===== src/hdl/dfp_pkg.sv =====
// Package for the decimal fixed-point multiply/divide unit.
// Widths, default scale and the record that travels down the divider chain.
// No dependencies.
package dfp_pkg;

    localparam int unsigned DFP_W  = 64;
    localparam int unsigned DFP_QW = 2 * DFP_W;
    localparam int unsigned DFP_SW = 32;

    localparam logic [DFP_SW-1:0] DFP_SCALE_DEF = 32'd1000000000;

    // operation codes
    localparam logic DFP_OP_MUL = 1'b0;
    localparam logic DFP_OP_DIV = 1'b1;

    // per-item flags that ride along with the data
    typedef struct packed {
        logic neg;
        logic dz;
    } t_side;

    // state held by one divider cell
    typedef struct packed {
        logic [DFP_W-1:0]  rem;
        logic [DFP_QW-1:0] num;
        logic [DFP_W-1:0]  den;
        t_side             side;
    } t_cell;

endpackage


===== src/hdl/dfp_div_cell.sv =====
// One restoring-division cell: produces one quotient bit per cell.
// Depends on dfp_pkg.
module dfp_div_cell
    import dfp_pkg::*;
(
    input  logic  i_clk,
    input  logic  i_rst_n,
    input  logic  i_en,
    input  logic  i_valid,
    input  t_cell i_data,
    output logic  o_valid,
    output t_cell o_data
);

    logic          r_valid;
    t_cell         r_data;
    t_cell         n_data;
    logic [DFP_W:0] w_trial;
    logic [DFP_W:0] w_diff;
    logic          w_ge;

    // shift next dividend bit into the partial remainder
    assign w_trial = {i_data.rem, i_data.num[DFP_QW-1]};
    assign w_diff  = w_trial - {1'b0, i_data.den};
    assign w_ge    = (w_trial >= {1'b0, i_data.den});

    always_comb begin
        n_data      = i_data;
        n_data.rem  = w_ge ? w_diff[DFP_W-1:0] : w_trial[DFP_W-1:0];
        n_data.num  = {i_data.num[DFP_QW-2:0], w_ge};
    end

    always_ff @(posedge i_clk) begin
        if (!i_rst_n) begin
            r_valid <= 1'b0;
        end else if (i_en) begin
            r_valid <= i_valid;
        end
        if (i_en) begin
            r_data <= n_data;
        end
    end

    assign o_valid = r_valid;
    assign o_data  = r_data;

endmodule


===== config.mk =====
export PLATFORM = sky130hd
export DESIGN_NAME = dfp_div_cell
export DESIGN_NICKNAME = d
export VERILOG_FILES = /design/src/hdl/dfp_pkg.sv /design/src/hdl/dfp_div_cell.sv
export SDC_FILE = /design/constraint.sdc
export NUM_CORES = 1
export LEC_CHECK = 0
export BUFFER_PORTS_ARGS = -buffer_cell sky130_fd_sc_hd__buf_2
export CELL_PAD_IN_SITES_DETAIL_PLACEMENT = 0
export CELL_PAD_IN_SITES_GLOBAL_PLACEMENT = 1
export CORE_AREA = 2 2 204 206
export CTS_CLUSTER_SIZE = 10
export DETAILED_ROUTE_END_ITERATION = 6
export DIE_AREA = 0 0 206 208
export HOLD_SLACK_MARGIN = 0.03
export PLACE_DENSITY_LB_ADDON = 0.1
export SYNTH_ARGS = -nofsm -noshare
export SYNTH_HDL_FRONTEND = slang
export SYNTH_SLANG_ARGS = --single-unit

===== constraint.sdc =====
create_clock -name i_clk -period 5.9 [get_ports i_clk]
set_clock_uncertainty 0.2 [all_clocks]
set_input_delay 0 -clock i_clk [delete_from_list [all_inputs] [get_ports i_clk]]
set_output_delay 0 -clock i_clk [all_outputs]
set_load 0.005 [all_outputs]

==> results of run 1 <==
## cells in the mapped netlist, types with 7 or more instances
| master | count |
|---|---|
| edfxtp_1 | 258 |
| a21oi_1 | 111 |
| inv_1 | 79 |
| nor2_1 | 76 |
| ha_1 | 64 |
| nand2_1 | 60 |
| o21ai_0 | 41 |
| a21o_1 | 37 |
| xnor2_1 | 37 |
| xor2_1 | 20 |
| nand4_1 | 15 |
| clkbuf_1 | 14 |
| mux2_1 | 14 |
| a21oi_2 | 12 |
| buf_2 | 12 |
| o21a_1 | 12 |
| nand3_1 | 11 |
| o21bai_1 | 11 |
| nor2_2 | 10 |
| nor3_1 | 8 |
| or3_1 | 7 |
## logic make-up after synthesis
kind of cell	count (synthesis)	share of synthesized area, %
AOI/OAI and AO/OA	278	14.35
DFF	259	61.47
and+or+nand+nor	224	8.407
buffers and inverters	113	3.832
adders and majority gates	65	6.496
xor gates and xnor gates	57	3.951
muxes	17	1.495
## per-stage QoR
step / utilization [%] / hold WS [ns] / cells
global placement: 38.91 / -0.02289 / 2034
detailed placement: 38.91 / -0.02181 / 2034
floorplan: - / -0.1011 / 1013
==> impl_metrics.py, run 1 <==
metrics = {
    "logic_synthesis": {
        "ys_types": 67,
        "yosys.area.top_type": "edfxtp_1",
        "syn_inst": 1013,
        "synth_area_per_cell_um2": 12.47,
        "synth_area_mm2": 0.01264,
        "synth_edf_count": 258,
        "synth_top_area_share_pct": 61.31,
        "async_flop_share_pct": 0,
        "ys_seq_area_share_pct": 61.47,
        "yosys_warnings": 0,
        "synthTopCellsByArea": "edfxtp_1 61%, ha_1 6.3%, a21oi_1 4.4%",
        "ys.flop_type": "edfxtp_1",
        "yosys_register_bits": 259,
        "synth_nets": 1340,
    },
    "die": {
        "die_width_um": 206,
        "ioPinCount": 521,
        "rows": 74,
        "die_h_um": 208,
        "start_util_pct": 31.16,
    },
    "run_status": {
        "first-error": "[ERROR RSZ-0060] Max buffer count reached.",
        "outcome": "stopped before the end",
        "haltStage": "clock tree synthesis (4_1_cts)",
    },
    "clock_network": {
        "post_cts_buffers": 0,
        "cts.sinks": 259,
        "cts-root-buf": "clkbuf_16",
        "hold_buffers": 419,
        "cts_resized": 0,
        "ctsHtreeMaxLevel": 2,
        "cts_made_buffers": 34,
        "clockBufferDepth": 3,
    },
    "placement": {
        "io_buffer_count": 520,
        "pre_cts_ws_ns": 1.751,
        "gp_congestion": 0.8486,
        "place_hpwl_mm": 35.96,
        "dpl_cell_area_mm2": 0.01578,
    },
}
==> run 2, diff against run 1 <==
CELL_PAD_IN_SITES_DETAIL_PLACEMENT = default   (was 0)
CELL_PAD_IN_SITES_GLOBAL_PLACEMENT = default   (was 1)
CORE_AREA = default   (was 2 2 204 206)
CORE_MARGIN = 2   (was default)
CORE_UTILIZATION = 25   (was default)
CTS_CLUSTER_SIZE = default   (was 10)
DIE_AREA = default   (was 0 0 206 208)
HOLD_SLACK_MARGIN = default   (was 0.03)
PLACE_DENSITY_LB_ADDON = 0.15   (was 0.1)
==> impl_metrics.py, run 2 <==
metrics = {
    "clock_network": {
        "clockBufferDepth": 3,
        "cts.sinks": 259,
        "cts_tree": "done",
        "worstSkewPairLatency_ns": 0.54,
        "cts-root-buf": "clkbuf_16",
        "cts_resized": 0,
        "clk_pin_slew_ns": 0.06,
        "ctsHtreeMaxLevel": 2,
        "cts_made_buffers": 35,
    },
    "logic_synthesis": {
        "synth.most_common_cell": "edfxtp_1",
        "yosys_register_bits": 259,
        "synthTopCellsByArea": "edfxtp_1 61%, ha_1 6.3%, a21oi_1 4.4%",
        "synth_area_per_cell_um2": 12.47,
        "ys.flop_type": "edfxtp_1",
        "ys_types": 67,
        "synth_commonest_cells": "258 x edfxtp_1, 111 x a21oi_1, 79 x inv_1",
        "syn_inst": 1013,
        "synth-xor-area-share_pct": 3.951,
        "ys_seq_area_share_pct": 61.47,
        "synth_top_area_share_pct": 61.31,
        "synth_top_family_by_area": "compound AO/OA/AOI/OAI gates",
        "synthMuxAreaShare_pct": 1.495,
        "yosys.area.top_type": "edfxtp_1",
        "synth_edf_count": 258,
        "synthSimpleGateAreaFrac_pct": 8.407,
        "yosys_warnings": 0,
        "async_flop_share_pct": 0,
        "synth-compound-area-share_pct": 14.35,
        "synth_nets": 1340,
        "synthAdderAreaFrac_pct": 6.496,
        "synth_area_mm2": 0.01264,
    },
    "global_routing": {
        "grt_max_degree": 169,
        "grt_pass1_vias": 12270,
        "grt_overflow": 0,
        "grt_pass1_wl_mm": 74.19,
        "gr-usage-all-layers_pct": 18.47,
        "antenna_found_initial": 3,
    },
    "placement": {
        "gp_congestion": 0.7995,
        "io_buffer_count": 520,
        "place_hpwl_mm": 35.66,
        "pre_cts_ws_ns": 1.819,
    },
    "worst_setup_path": {
        "crit_fanout": 7,
        "cp-start-kind": "input port",
        "end_kind": "register",
        "timing.critical_path.slowest_stage_cell": "nor4_1",
        "cp_top_family": "compound AO/OA/AOI/OAI gates",
        "crit_type": "in2reg",
        "slowest_delay_ns": 0.75,
        "worstRegToRegCells": 3,
        "crit_start": "i_data[24]",
        "r2r-end": "o_valid",
        "ff2ff_setup_slack_ns": 4.55,
        "path_cells": "dlygate4sd3_1 > buf_2 > inv_1 > ha_1 > nand4_1 > nor4_1 > a22oi_1 > nand4_1 > a31oi_1 > o41ai_4 > a41oi_2 > o211ai_2 > xor2_1 > mux2_1 > dlygate4sd3_1",
        "r2r_start": "o_valid",
        "worstPathRequired_ns": 5.99,
        "path_buf_inv": 4,
        "arrival_ns": 4.63,
    },
    "cells_and_area": {
        "largest_reg_flops": 258,
        "layout_commonest_cell": "buf_2",
        "area_growth_pct": 69.89,
        "final_cell_mix": "519 x buf_2, 440 x dlygate4sd3_1, 258 x edfxtp_1",
        "nFillCells": 4794,
        "nNetsFinal": 2305,
        "drive_gt1_share_pct": 30.60,
    },
    "sta": {
        "finalCritPeriodShare_pct": 76.98,
        "tightestPinTransition_ns": 1.174,
        "rsz0062_at_grt": "no",
        "maxSlewHeadroom_pct": 21.74,
        "setup_slack_ns": 1.358,
        "max_freq_mhz": 220.2,
        "setup_tns_ns": 0,
        "period_needed_ns": 4.542,
        "finalSetupViolCount": 0,
        "finalHoldViolCount": 0,
        "report.final.slew_viol_count": 0,
    },
    "power_and_ir_drop": {
        "p_sw_share_pct": 26.99,
        "leakagePower_nw": 9.249,
        "pwr-share-seq_pct": 40.9,
        "total_power_w": 0.005610,
        "p_sw_w": 0.001514,
        "pwr-share-comb_pct": 22.0,
        "p_int_w": 0.004096,
        "clockPowerShare_pct": 37.2,
        "irDropWorstVdd_uv": 197.2,
        "power_density_mw_per_mm2": 261.3,
    },
    "run": {
        "max_cap_violations": 0,
    },
    "die": {
        "rows": 82,
        "fp.coreArea_mm2": 0.05007,
        "dieArea_mm2": 0.05236,
        "die_width_um": 228.8,
        "start_util_pct": 25.24,
        "ioPinCount": 521,
        "die_h_um": 228.8,
    },
    "worst_hold_path": {
        "holdPathEnd": "o_data[36]",
        "hold_class": "in2reg",
        "holdPathStages": 2,
        "worstHoldStart": "i_data[36]",
    },
    "drt": {
        "dr.pass1.iters": 4,
        "drtAntennaViolNets": 0,
        "drt-initial-drc-count": 483,
        "viasPerCell": 4.376,
        "drcViolationCount": 0,
        "routed_wl_mm": 49.56,
        "dr_total_vias": 11720,
        "wire_per_inst_um": 18.51,
    },
    "run_status": {
        "outcome": "completed",
    },
}
run 2: power by group through the flow:
stage | Sequential (W) | Combinational, W | Clock (W)
floorplan | 0.00236 | 0.000473 | 0
CTS | 0.00229 | 0.00125 | 0.00217
global route | 0.00231 | 0.00135 | 0.00224
finish | 0.00229 | 0.00123 | 0.00209
detailed placement | 0.00233 | 0.000994 | 0
global placement | 0.00233 | 0.000996 | 0
run 2: worst max path at each step:
| stage | end | slack (ns) | depth (start not counted) |
|---|---|---|---|
| 2_1_floorplan | o_data[257] | 2.98 | 11 |
| 3_3_place_gp | o_data[257] | 1.84 | 13 |
| 3_5_place_dp | o_data[257] | 1.82 | 13 |
| 4_1_cts | o_data[257] | 1.30 | 15 |
| 5_1_grt | o_data[201] | 1.14 | 14 |
| 6_report | o_data[257] | 1.36 | 15 |
run 2: worst register-to-register path, cell delays in order, from the launching register on:
cell and delay, ns:
dfxtp_1 0.31, mux2i_1 0.12, nor2b_1 0.06, dlygate4sd3_1 0.55
run 2: cells by family after synthesis:
family                   count (synthesis)
AND/OR/NAND/NOR                        224
flip-flops                             259
buffers and inverters                  113
AO/OA/AOI/OAI                          278
XOR/XNOR                                57
multiplexers                            17
adder cells (fa/ha/maj)                 65
run 2: repair_timing:
item,4_1_cts,5_1_grt
buffers inserted,0,0
hold endpoints to repair,348,0
hold buffers,440,0
run 2: final cells by class:
cell class	count	area, um^2	area share (%)
flip-flops and latches	259	7767	36.18
multi-input cells	641	4392	20.46
clock inverters	20	206.4	0.9617
clock buffers	42	902.1	4.202
inverters	79	296.5	1.381
repair buffers	962	7057	32.87
diodes	2	5.005	0.02331
well taps	672	840.8	3.917
run 2: stage by stage:
stage	util (%)	instances	instance area [um^2]	hold WS, ns
CTS	42.87	2675	21460	0.0006146
detailed placement	31.85	2173	15950	-0.02168
global route	42.88	2677	21470	0.009308
global placement	31.85	2173	15950	-0.02251
floorplan	-	1013	12640	-0.1011
finish	42.88	2677	21470	0.03030
run 2: per-layer routing:
metal / wire length [um] / share of wire (%) / global-route usage, % / up-vias
met1: 19700 / 40 / 21.16 / 5582
li1: - / - / - / 5684
met3: 2981 / 6.0 / 4.304 / 61
met4: 1183 / 2.4 / 5.641 / 2
met2: 25680 / 52 / 33.95 / 386
met5: 9 / 0.018 / 0 / -
Power figures use the tool's default switching activity.
==> run 3, diff against run 2 <==
clock period = 4.2 ns   (was 5.9 ns; I/O delays follow)
==> impl_metrics.py, run 3 <==
metrics = {
    "die": {
        "rows": 82,
        "start_util_pct": 25.24,
        "die_width_um": 228.8,
        "die_h_um": 228.8,
        "ioPinCount": 521,
    },
    "placement": {
        "dp.cells": 2186,
        "io_buffer_count": 520,
        "gp_congestion": 0.7816,
        "place_hpwl_mm": 36.39,
    },
    "clock_network": {
        "post_cts_buffers": 0,
        "clockBufferDepth": 3,
        "cts-root-buf": "clkbuf_16",
        "cts_resized": 0,
        "ctsHtreeMaxLevel": 1,
        "cts.sinks": 259,
        "hold_buffers": 449,
        "cts_made_buffers": 31,
    },
    "logic_synthesis": {
        "synth_commonest_cells": "258 x edfxtp_1, 111 x a21oi_1, 79 x inv_1",
        "ys_types": 67,
        "synth_area_mm2": 0.01264,
        "synth_area_per_cell_um2": 12.47,
        "synthTopCellsByArea": "edfxtp_1 61%, ha_1 6.3%, a21oi_1 4.4%",
        "ys.flop_type": "edfxtp_1",
        "yosys_warnings": 0,
        "async_flop_share_pct": 0,
        "synth_edf_count": 258,
        "yosys.area.top_type": "edfxtp_1",
        "syn_inst": 1013,
        "ys_seq_area_share_pct": 61.47,
        "yosys_register_bits": 259,
        "synth.most_common_cell": "edfxtp_1",
        "synth_top_area_share_pct": 61.31,
        "synth_nets": 1340,
    },
    "run_status": {
        "haltStage": "clock tree synthesis (4_1_cts)",
        "outcome": "stopped before the end",
        "first-error": "[ERROR RSZ-0060] Max buffer count reached.",
    },
}
run 3: cell counts after synthesis:
Identical to the previous run, type by type.
run 3: cell families after synthesis:
group	Yosys count	share of synthesized area, %
flops	259	61.47
xor+xnor	57	3.951
compound gates	278	14.35
mux	17	1.495
simple gates	224	8.407
buf+inv	113	3.832
fa+ha+maj	65	6.496
run 3: stage by stage:
stage | setup WS, ns | cell area [um^2]
2_1_floorplan | 1.283 | 12640
3_3_place_gp | 0.3731 | 16070
3_5_place_dp | 0.4004 | 16070
